**src/rtl/core/iut_pkg.sv**
```systemverilog
// Shared types and constants of the interval union table.
// Depends on nothing; every file of the block imports it.
package iut_pkg;

   localparam int DEFAULT_CAPACITY = 64;
   localparam int POINT_W          = 32;
   localparam int COUNT_OUT_W      = 7;

   // Item kinds on the request channel.
   localparam logic KIND_INSERT = 1'b0;
   localparam logic KIND_COUNT  = 1'b1;

   // One stored interval, both bounds inclusive.
   typedef struct packed {
      logic [POINT_W-1:0] first;
      logic [POINT_W-1:0] last;
   } entry_type;

   // End of one insert pass, reported by the scan unit.
   typedef struct packed {
      logic valid;
      logic dropped;
   } scan_done_type;

   typedef enum logic [1:0] {
      ST_IDLE,
      ST_SCAN,
      ST_FLUSH
   } scan_state_type;

endpackage

```
**src/rtl/core/iut_mem.sv**
```systemverilog
// Interval storage: one synchronous memory of start/end pairs.
// One write port and one read port, read data registered. Uses iut_pkg.
module iut_mem #(
   parameter int DEPTH = iut_pkg::DEFAULT_CAPACITY,
   parameter int IDX_W = $clog2(DEPTH)
) (
   input  logic                clock,
   input  logic [IDX_W-1:0]    rd_addr,
   output iut_pkg::entry_type  rd_data,
   input  logic                wr_en,
   input  logic [IDX_W-1:0]    wr_addr,
   input  iut_pkg::entry_type  wr_data
);
   import iut_pkg::*;

   entry_type mem_ff [DEPTH];
   entry_type rd_data_ff;

   always_ff @(posedge clock) begin
      if (wr_en) begin
         mem_ff[wr_addr] <= wr_data;
      end
      rd_data_ff <= mem_ff[rd_addr];
   end

   assign rd_data = rd_data_ff;

endmodule

```
**config.mk**
```make
export PLATFORM = sky130hd
export DESIGN_NAME = iut_mem
export DESIGN_NICKNAME = d
export VERILOG_FILES = /design/src/rtl/core/iut_pkg.sv /design/src/rtl/core/iut_mem.sv
export SDC_FILE = /design/constraint.sdc
export NUM_CORES = 2
export LEC_CHECK = 0
export BUFFER_PORTS_ARGS = -buffer_cell sky130_fd_sc_hd__buf_2
export CELL_PAD_IN_SITES_DETAIL_PLACEMENT = 1
export CELL_PAD_IN_SITES_GLOBAL_PLACEMENT = 1
export CORE_MARGIN = 5
export CORE_UTILIZATION = 61
export CTS_CLUSTER_SIZE = 25
export DETAILED_ROUTE_END_ITERATION = 8
export GPL_TIMING_DRIVEN = 0
export PLACE_DENSITY_LB_ADDON = 0.1
export SLEW_MARGIN = 30
export SYNTH_ARGS = -nofsm -noshare
export SYNTH_HDL_FRONTEND = slang
export SYNTH_SLANG_ARGS = --single-unit
```
**constraint.sdc**
```tcl
create_clock -name clock -period 14 [get_ports clock]
set_input_delay 2.8 -clock clock [delete_from_list [all_inputs] [get_ports clock]]
set_output_delay 2.8 -clock clock [all_outputs]
set_load 0.005 [all_outputs]
```
==> summary.txt <==
Finish
  • Finished Layout Cells: around 11000
  • Register area: between 100000 and 150000 um2
  • Design area: around 180000 um2
  • Fillers: between 15000 and 20000
  • Util after Layout: a little under three quarters
  • Footprint of the multi-input gates: around 31000 um2
  • Fin nets: about 7500
  • Area grow syn2layout: 16.9%
  • Layout cells sized above 1: between 30% and 40%

Clock network
  • Clk sink count: between 4000 and 5000
  • Hold_buf cts: 0
  • Clock Latency Late Sink: 1.03 ns
  • Postcts setup bufs: 0
  • CTS root buf: clkbuf_16
  • Cells resized by post-CTS repair: 0
  • H-tree levels: 5
  • Cts bufs inserted: about 420
  • CTS tree: yes
  • Clock buffer depth: 4
  • CTS clk-pin slew, worst paths: about 0.06 ns

Global route
  • Largest net degree at the start of global routing: 65
  • Gr usage total: between 30 and 40%
  • Initial antenna violation count: 52
  • Global-route wire length before repair: about 700 mm
  • Vias in the first global route: roughly 85000
  • Grt ovf: 0

Floorplan
  • Die area: roughly 270000 um2
  • Ports: roughly 140
  • Die W: between 500 and 600 um
  • Core area: about 250000 um2
  • Rows: between 150 and 200
  • Initial Util: between 60% and 70%
  • Die H: a little over 500 um

Hold path
  • Hold depth: 4
  • Hold Startpoint: mem_ff[39][26]
  • Hold Crit Endpoint: rd_data[26]
  • Worst Hold Class: register to register

Power
  • Sw Ratio: between 20% and 30%
  • Comb pwr share: ~5.6%
  • Net switching power: between 5000 and 6000 uW
  • Clock network power share: around two fifths
  • Flop pwr share: a little over half
  • Leakage power: about 0.058 uW
  • Pint: ~20000 uW
  • Max IR drop VDD: between 100 and 150 uV
  • Total chip power: between 20000 and 30000 uW
  • Pwr/cell area: 143 nW/um2

STA
  • Setup repair after global routing missed its margin: no
  • Setup violations, final: 0
  • Clock Skew: approximately 0.065 ns
  • Final TNS setup: 0 ns
  • Count of final hold-check violations: 0
  • Slew @ Worst Pin: 1.20 ns
  • Slew Viols, Final: 0
  • Final min period: about 6.4 ns
  • Relative slew slack: roughly a fifth
  • FMAX: 155 MHz
  • Fin crit share: between 40% and 50%

Worst setup path
  • Slowest stage delay, CP: 0.82 ns
  • Crit path max-delay cell type: a211oi_1
  • R2r startpoint: mem_ff[62][39]
  • WP buf/inv: 5
  • Worst path cell trace: buf_2, buf_4, buf_2, buf_2, buf_4, mux2i_1, o22ai_1, a31oi_1, a211oi_1
  • WP depth: 9
  • Largest delay share family, worst path: buffers and inverters
  • CP Capture Type: register
  • Worst Path Required: approximately 15 ns
  • Critical Path Start: rd_addr[2]
  • Reg-to-reg setup timing slack: ~11 ns
  • FF-to-FF End: rd_data[39]
  • Critical Path Start Type: input pin
  • Critical Path Fanout Max: 10
  • R2R cell count: 5
  • CP arrival: 7.22 ns
  • Most used cell, CP: buf_2
  • Critical path class: input pin to register

Routing
  • Vias/cell: between 7 and 8
  • Drt first pass iters: 8
  • Final ANT Viol Nets: 0
  • WL final: around 500 mm
  • DR WL/cell: 44.4 um
  • Vias: a little over 80000
  • Initial drt markers: around 15000
  • DR DRC count: 0

Logic synthesis
  • Synth top cells by count: edfxtp_1, mux4_2, buf_2
  • Number of synthesized flops with an enable pin: about 4100
  • Synth top area cells: edfxtp_1, mux4_2, mux2i_1
  • Post-synth ARST share: 0%
  • Syn nets: around 6700
  • Most frequent cell after synthesis: edfxtp_1
  • Mapped Avg Cell Area: approximately 24 um2
  • Largest area contributor in the netlist: edfxtp_1
  • Seq/Total Area, Yosys: about four fifths
  • Post-Syn Area: around 160000 um2
  • Yosys warnings: 0
  • Yosys cell types: 33
  • Synth Flop Type: edfxtp_1
  • Synthesized flop and latch total: 4160
  • Top cell type's share of synthesized area: roughly four fifths
  • Cells after synthesis: ~6600

Placement
  • Placed cells: ~10000
  • Placed Instance Area: around 170000 um2
  • IO buf count: between 100 and 150
  • Post-DP HPWL: ~310 mm
  • Routability Congestion: just over 0.8

Run status
  • Status: finished, final reports clean

Job
  • Maxcap violations: 0
## power by group through the flow
stage	clock network, uW	registers [uW]	logic, uW
after floorplan	0	14100	642
after global placement	0	14100	1260
after detailed placement	0	14100	1380
after CTS	10900	13800	1410
after global routing	11600	13800	1480
final	10900	13800	1450
## tightest hold or removal path: cells and delay by family (launching register included)
kind             cells  cell delay, ns
flip-flops           1            0.32
AND/OR/NAND/NOR      2            0.27
AO/OA/AOI/OAI        1            0.07
multiplexers         1            0.23
## cell usage in the layout, fill, tap and decap left out, drive strengths merged, types with 2 or more instances in the layout
| master | synthesis | layout |
|---|---|---|
| dfxtp | 64 | 64 |
| a41oi | 26 | 26 |
| mux4 | 1024 | 1024 |
| a22oi | 168 | 168 |
| or3 | 29 | 29 |
| or2 | 28 | 28 |
| mux2i | 135 | 135 |
| nand2 | 58 | 58 |
| o221ai | 38 | 38 |
| nand3b | 2 | 2 |
| a211oi | 63 | 63 |
| nor2b | 28 | 28 |
| and3 | 64 | 64 |
| nand3 | 45 | 45 |
| clkinv | 0 | 171 |
| edfxtp | 4096 | 4096 |
| inv | 19 | 24 |
| nand4 | 2 | 2 |
| a22o | 88 | 88 |
| bufinv | 0 | 28 |
| clkinvlp | 0 | 15 |
| a31oi | 18 | 18 |
| nand2b | 11 | 11 |
| buf | 230 | 677 |
| o22ai | 83 | 83 |
| clkbuf | 140 | 667 |
| nor3 | 2 | 2 |
| a2bb2oi | 19 | 19 |
| diode | 0 | 24 |
| nor2 | 112 | 112 |
| and2 | 3 | 3 |
## cell type report
cell class              count  area share [%]
clock inverters           219            1.01
clock buffers             526            6.07
inverters                  19          0.0390
plain buffers             370           0.986
diodes                     24          0.0329
flip-flops and latches   4160            68.0
repair buffers            448            4.67
multi-input cells        2049            16.9
well taps                3366            2.30
## how the worst max path moves through the flow
stage	slack, ns	to
after floorplan	5.76	mem_ff[48][0]
after global placement	-0.67	mem_ff[48][37]
after detailed placement	6.99	rd_data[6]
after CTS	8.01	rd_data[7]
after global routing	7.95	rd_data[6]
final	7.55	rd_data[7]
## sequential cells by signal, summed over array words and instances (netlist names)
name,flops
mem_ff,4096
rd_data,64
## kinds of logic (layout without fill, tap and decap cells)
kind of cell	count (synthesis)	in the layout	share of synthesized area [%]
multiplexers	1159	1159	15.6
AND/OR/NAND/NOR	386	386	1.24
buffers and inverters	389	1582	1.18
AO/OA/AOI/OAI	504	504	2.48
flip-flops	4160	4160	79.5
other	0	24	0
## stage by stage
step	setup WS (ns)	hold WS (ns)
after floorplan	5.76	0.788
after global placement	-0.675	0.885
after detailed placement	6.99	0.883
after CTS	8.01	0.898
after global routing	7.95	0.914
final	7.55	0.904
## layer usage
layer	part of all wire, %	vias to the layer above	track usage, %	routed length, um
li1	-	30300	-	-
met1	33	43300	49.6	163000
met2	48	7391	58.6	236000
met3	14	1435	12.1	68500
met4	5.7	38	18.2	28100
met5	0.096	-	0	474
Power figures use the tool's default switching activity.
