## src/rtl/core/iut_pkg.sv

```systemverilog
// Shared types and constants of the interval union table.
// Depends on nothing; every file of the block imports it.
package iut_pkg;

   localparam int DEFAULT_CAPACITY = 64;
   localparam int POINT_W          = 32;
   localparam int COUNT_OUT_W      = 7;

   // Item kinds on the request channel.
   localparam logic KIND_INSERT = 1'b0;
   localparam logic KIND_COUNT  = 1'b1;

   // One stored interval, both bounds inclusive.
   typedef struct packed {
      logic [POINT_W-1:0] first;
      logic [POINT_W-1:0] last;
   } entry_type;

   // End of one insert pass, reported by the scan unit.
   typedef struct packed {
      logic valid;
      logic dropped;
   } scan_done_type;

   typedef enum logic [1:0] {
      ST_IDLE,
      ST_SCAN,
      ST_FLUSH
   } scan_state_type;

endpackage

```

## src/rtl/core/iut_scan.sv

```systemverilog
// Insert sequencer: streams the sorted table through the memory once,
// merging the new range and compacting or shifting entries in place.
// Uses iut_pkg; drives the ports of iut_mem.
module iut_scan #(
   parameter int CAPACITY = iut_pkg::DEFAULT_CAPACITY,
   parameter int CNT_W    = $clog2(CAPACITY + 1),
   parameter int IDX_W    = $clog2(CAPACITY)
) (
   input  logic                         clock,
   input  logic                         reset,
   input  logic                         go,
   input  logic [iut_pkg::POINT_W-1:0]  range_first,
   input  logic [iut_pkg::POINT_W-1:0]  range_last,
   input  logic [CNT_W-1:0]             count,
   output logic                         busy,
   output iut_pkg::scan_done_type       done,
   output logic [CNT_W-1:0]             new_count,
   output logic [IDX_W-1:0]             mem_rd_addr,
   input  iut_pkg::entry_type           mem_rd_data,
   output logic                         mem_wr_en,
   output logic [IDX_W-1:0]             mem_wr_addr,
   output iut_pkg::entry_type           mem_wr_data
);
   import iut_pkg::*;

   scan_state_type     state_ff, state_in;
   logic [CNT_W-1:0]   idx_ff, idx_in;
   logic [CNT_W-1:0]   wptr_ff, wptr_in;
   logic [CNT_W-1:0]   n_ff, n_in;
   logic [POINT_W-1:0] first_ff, first_in;
   logic [POINT_W-1:0] last_ff, last_in;
   entry_type          acc_ff, acc_in;
   entry_type          pend_ff, pend_in;
   logic               merged_ff, merged_in;
   logic               placed_ff, placed_in;

   logic [CNT_W-1:0]   idx_next;
   logic               is_left, is_merge, place_now, drop_now, drop_flush;
   logic               last_entry, is_full;

   // Adjacency tests are done one bit wider so that the top point does not wrap.
   assign is_left    = ({1'b0, mem_rd_data.last} + 33'd1) < {1'b0, first_ff};
   assign is_merge   = {1'b0, mem_rd_data.first} <= ({1'b0, last_ff} + 33'd1);
   assign place_now  = !placed_ff && !is_left && !is_merge;
   assign is_full    = n_ff == CNT_W'(CAPACITY);
   assign drop_now   = place_now && !merged_ff && is_full;
   assign drop_flush = !placed_ff && !merged_ff && is_full;
   assign idx_next   = idx_ff + CNT_W'(1);
   assign last_entry = idx_ff == (n_ff - CNT_W'(1));

   always_ff @(posedge clock) begin
      if (reset) begin
         state_ff <= ST_IDLE;
      end else begin
         state_ff <= state_in;
      end
      idx_ff    <= idx_in;
      wptr_ff   <= wptr_in;
      n_ff      <= n_in;
      first_ff  <= first_in;
      last_ff   <= last_in;
      acc_ff    <= acc_in;
      pend_ff   <= pend_in;
      merged_ff <= merged_in;
      placed_ff <= placed_in;
   end

   // Next state.
   always_comb begin
      state_in = state_ff;
      case (state_ff)
         ST_IDLE: begin
            if (go) begin
               state_in = (count == '0) ? ST_FLUSH : ST_SCAN;
            end
         end
         ST_SCAN: begin
            if (drop_now) begin
               state_in = ST_IDLE;
            end else if (last_entry) begin
               state_in = ST_FLUSH;
            end
         end
         ST_FLUSH: state_in = ST_IDLE;
         default:  state_in = ST_IDLE;
      endcase
   end

   // Outputs: memory ports and completion.
   always_comb begin
      busy         = state_ff != ST_IDLE;
      mem_rd_addr  = '0;
      mem_wr_en    = 1'b0;
      mem_wr_addr  = wptr_ff[IDX_W-1:0];
      mem_wr_data  = acc_ff;
      done         = '0;
      new_count    = wptr_ff;
      case (state_ff)
         ST_IDLE: begin
            mem_rd_addr = '0;
         end
         ST_SCAN: begin
            mem_rd_addr = idx_next[IDX_W-1:0];
            if (placed_ff) begin
               mem_wr_en   = 1'b1;
               mem_wr_data = pend_ff;
            end else if (place_now && !drop_now) begin
               mem_wr_en   = 1'b1;
               mem_wr_data = acc_ff;
            end
            done.valid   = drop_now;
            done.dropped = drop_now;
            new_count    = n_ff;
         end
         ST_FLUSH: begin
            mem_wr_en    = !drop_flush;
            mem_wr_data  = placed_ff ? pend_ff : acc_ff;
            done.valid   = 1'b1;
            done.dropped = drop_flush;
            new_count    = drop_flush ? n_ff : wptr_ff + CNT_W'(1);
         end
         default: begin
            mem_wr_en = 1'b0;
         end
      endcase
   end

   // Datapath registers.
   always_comb begin
      idx_in    = idx_ff;
      wptr_in   = wptr_ff;
      n_in      = n_ff;
      first_in  = first_ff;
      last_in   = last_ff;
      acc_in    = acc_ff;
      pend_in   = pend_ff;
      merged_in = merged_ff;
      placed_in = placed_ff;
      case (state_ff)
         ST_IDLE: begin
            if (go) begin
               idx_in    = '0;
               wptr_in   = '0;
               n_in      = count;
               first_in  = range_first;
               last_in   = range_last;
               acc_in    = '{first: range_first, last: range_last};
               merged_in = 1'b0;
               placed_in = 1'b0;
            end
         end
         ST_SCAN: begin
            idx_in = idx_next;
            if (placed_ff) begin
               wptr_in = wptr_ff + CNT_W'(1);
               pend_in = mem_rd_data;
            end else if (is_left) begin
               // Entry lies wholly below the new range and keeps its place.
               wptr_in = wptr_ff + CNT_W'(1);
            end else if (is_merge) begin
               if (mem_rd_data.first < acc_ff.first) begin
                  acc_in.first = mem_rd_data.first;
               end
               if (mem_rd_data.last > acc_ff.last) begin
                  acc_in.last = mem_rd_data.last;
               end
               merged_in = 1'b1;
            end else begin
               wptr_in   = wptr_ff + CNT_W'(1);
               pend_in   = mem_rd_data;
               placed_in = 1'b1;
            end
         end
         default: begin
            idx_in = idx_ff;
         end
      endcase
   end

   // The write pointer never passes the entry being read, so no overlap.
   a_wr_behind_rd: assert property (@(posedge clock) disable iff (reset)
      (state_ff == ST_SCAN && mem_wr_en) |-> (wptr_ff <= idx_ff))
      else $error("scan write overtook the read stream");

   a_drop_only_full: assert property (@(posedge clock) disable iff (reset)
      (done.valid && done.dropped) |-> (is_full && !merged_ff && !placed_ff))
      else $error("insert dropped while a free entry or merge existed");

   a_count_bounded: assert property (@(posedge clock) disable iff (reset)
      done.valid |-> (new_count <= CNT_W'(CAPACITY)))
      else $error("new interval count exceeds capacity");

endmodule

```

## config.mk

```make
export PLATFORM = sky130hd
export DESIGN_NAME = iut_scan
export DESIGN_NICKNAME = d
export VERILOG_FILES = /design/src/rtl/core/iut_pkg.sv /design/src/rtl/core/iut_scan.sv
export SDC_FILE = /design/constraint.sdc
export NUM_CORES = 1
export LEC_CHECK = 0
export BUFFER_PORTS_ARGS = -buffer_cell sky130_fd_sc_hd__buf_4
export CAP_MARGIN = 20
export CORE_ASPECT_RATIO = 2
export CORE_MARGIN = 4
export CORE_UTILIZATION = 35
export DETAILED_ROUTE_END_ITERATION = 8
export SLEW_MARGIN = 30
export SYNTH_ARGS = -nofsm -noshare
export SYNTH_HDL_FRONTEND = slang
export SYNTH_SLANG_ARGS = --single-unit
```

## constraint.sdc

```tcl
create_clock -name clock -period 11.9 [get_ports clock]
set_clock_uncertainty 0.1 [all_clocks]
set_input_delay 2.975 -clock clock [delete_from_list [all_inputs] [get_ports clock]]
set_output_delay 2.975 -clock clock [all_outputs]
set_load 0.005 [all_outputs]
```

==> results by group <==
Power
  – Reg power frac: 0.418
  – Clock power frac: 0.321
  – Sw Pwr: 0.7036 mW
  – Comb power frac: 0.261
  – Lkg Pwr: roughly 6.7 nW
  – Cell internal pwr: 1.730 mW
  – Peak supply drop: 0.0001296 V
  – Power Dens Cells: between 150 and 200 nW/um^2
  – Switching Fraction: 0.2891

GRT
  – Global-route wire length before repair: 59660 um
  – Vias in the first global route: a little under 10000
  – Grt met2 use: 0.4271
  – Total track usage: 0.1957
  – GRT Residual Overflow: 0
  – M1 GR Usage: 0.1658
  – Antenna violations before repair: 0
  – Largest net degree at the start of global routing: 74
  – GR Util met3: 0.03366
  – Busiest grt layer: met2

Status
  – Status: complete, no violations

STA
  – Least-Margin Pin Slew: a little over 0.9 ns
  – RSZ-0062 raised after global routing: no
  – Final worst-path cycle share: 0.8535
  – Final setup vio count: 0
  – Final max-slew violation count: 0
  – Rel. slew slack: 0.3832
  – Setup TNS: 0 ns
  – Final hold vios: 0
  – Final min period: 10.16 ns
  – Peak Freq: 98.46 MHz

Worst setup path
  – Crit path arrival time: 7.08 ns
  – Worst EP required: 8.83 ns
  – Startpoint types: input port
  – Critical path class: input port to output pin
  – Worst Setup End Kind: output pin
  – CP max FO: 8

Clocking
  – # H-tree levels: 1
  – Clock Path Buffers: 3
  – CTS Buf Count: 23
  – Root Driver: clkbuf_16
  – Clock-pin slew on the worst setup and hold paths: about 0.06 ns
  – Buffer count from post-CTS setup fixing: 0
  – TritonCTS clock tree: yes
  – CTS Sinks: roughly 220
  – CTS Hold Bufs: 0
  – Post-CTS sizing: 0
  – Clk Latency, worst-skew pair: 0.54 ns

Final layout
  – Layout cells sized above 1: 0.3037
  – Seq. cell area: about 6500 sq um
  – Multi-input gate area: around 6100 sq um
  – Final core utilization: 0.4359
  – Layout Nets: approximately 1600
  – Fill count: approximately 3500
  – Area growth from synthesis to layout: 23.06%

Logic synthesis
  – Synthesized area: ~13000 sq um
  – #FFs+latches synth: roughly 220
  – Net Count, Synth: between 1000 and 1500
  – Ranking of synthesized cells by area: edfxtp_1 49%, ha_1 13%, mux2_2 11%
  – Yosys top cell area share: 0.4904
  – EDFF count, synth: between 200 and 250
  – Syn. warnings: 0
  – Average cell area after synthesis: roughly 12 sq um
  – Top FF cell, synth: edfxtp_1
  – Synth Instances: 1103
  – Top cell type by total area after synthesis: edfxtp_1
  – Cell variety after synth: 61
  – Register area share after synthesis: 0.4935
  – FFs w/ async S/R, synth: 0

Floorplan
  – Core box area: 37160 sq um
  – Total die area: 40970 sq um
  – Std cell rows: 100
  – Die H: 282.3 um
  – Number of placed I/O pins: between 200 and 250
  – Initial Utilization: 0.3542
  – Die extent in x: 145.1 um

Run
  – Max-cap viol count: 0

Place
  – Final HPWL DP: 33080 um
  – IO buf count: ~220
  – GP Congestion: around 0.85

Route
  – Residual DRC count: 0
  – Initial DRC Count: 340
  – Remaining antenna violation count after routing: 0
  – Detailed Routing Iterations Pass 1: 5
  – DR WL/cell: roughly 23 um
  – Routed WL: around 41000 um
  – Via count: between 9000 and 10000
  – Via/cell ratio: 5.206

Min path
  – Hold Path Class: flip-flop to flip-flop
layout by cell type, fill, tap and decap left out, types with 3 or more instances in the layout:
cell       Yosys  routed
nor3b_1        3       3
clkinv_2       0       4
o211ai_1       3       3
a21o_1        18      18
o2111ai_1      3       3
edfxtp_1     215     215
ha_1         134     133
nand3_1       32      32
nor3_1        11      11
clkbuf_16      0      23
mux2_2       128     128
nand4_1       29      29
nand2b_1       8       8
nor2b_1        9       9
and4_1         9       9
nor2_1        61      61
a21oi_1       42      42
o21a_1         9       8
o31ai_1        3       3
and3_1        13      13
a221oi_1       4       4
xnor2_1       56      56
a211oi_1       9       9
nand2_1       59      58
nor4_1         5       5
xor2_1        21      21
or3_1          3       3
o21ai_0       31      30
clkbuf_1      17       4
buf_4          6     231
and2_1         5       4
inv_1        117     117
bufinv_16      0       5
worst max-delay path, cell delays in order:
cell and delay (ns):
buf_4 0.13, nand4_2 0.19, nor4_1 0.39, and3_1 0.27, and2_1 0.22, nand3_1 0.14
nor2_1 0.29, nand4_1 0.16, xnor2_1 0.15, ha_1 0.33, nand4_1 0.12, nor4_1 0.43
a221oi_1 0.16, o221ai_2 0.10, a31oi_2 0.10, nor2_1 0.34, nand4_1 0.13, a21boi_0 0.28
buf_4 0.16
layer usage:
metal	routed length, um	vias to the layer above
met5	0	-
met4	1812	0
met3	2021	59
met2	24990	255
met1	12490	4589
li1	-	4520
final timing paths:
path | start | cells after the start | slack (ns) | to
max | mem_rd_data[6] | 19 | 1.74 | done[1]
min | state_ff[0] | 2 | 0.43 | state_ff[0]
max reg2reg | last_ff[0] | 17 | 6.36 | pend_ff[33]
min reg2reg | state_ff[0] | 2 | 0.43 | state_ff[0]
metrics by stage:
stage	cell area, sq um	setup WS, ns	power [mW]	hold slack (ns)	cells
after global placement	15370	1.773	1.671	0.4145	1767
after CTS	16170	1.693	2.473	0.4373	1808
final	16200	1.744	2.434	0.4315	1810
after global routing	16200	1.364	2.562	0.4734	1809
after detailed placement	15370	1.708	1.681	0.4287	1767
after floorplan	13160	1.357	1.375	0.3607	1103
cell families after synthesis:
group           synth area share
mux                       0.1095
flops                     0.4935
xor+xnor                 0.05123
fa+ha+maj                 0.1274
compound gates           0.07376
buf+inv                  0.04249
simple gates              0.1022
cell type report:
type                    count  area share
repair buffers            232      0.1088
well taps                 459     0.03545
diodes                      1   0.0001545
clock inverters            14     0.01282
clock buffers              27     0.03646
inverters                 117     0.02711
flip-flops and latches    217      0.4010
multi-input cells         743      0.3782
registers in the layout (all words and copies together) (netlist names):
name	cells
state_ff	2
acc_ff	64
n_ff	7
idx_ff	7
first_ff	32
merged_ff	1
pend_ff	64
last_ff	32
wptr_ff	7
placed_ff	1
power by group through the flow:
stage | registers, mW | clock network [mW] | logic, mW
finish | 1.02 | 0.782 | 0.635
global placement | 1.03 | 0 | 0.638
detailed placement | 1.04 | 0 | 0.645
global route | 1.03 | 0.830 | 0.706
floorplan | 1.01 | 0 | 0.362
CTS | 1.02 | 0.805 | 0.649
cell usage after synthesis, types with 17 or more instances:
cell type  instances
ha_1             134
a21o_1            18
nand2_1           59
nand3_1           32
clkbuf_1          17
mux2_2           128
o21ai_0           31
nand4_1           29
a21oi_1           42
xor2_1            21
edfxtp_1         215
xnor2_1           56
inv_1            117
nor2_1            61
(Power assumes the default switching activity.)
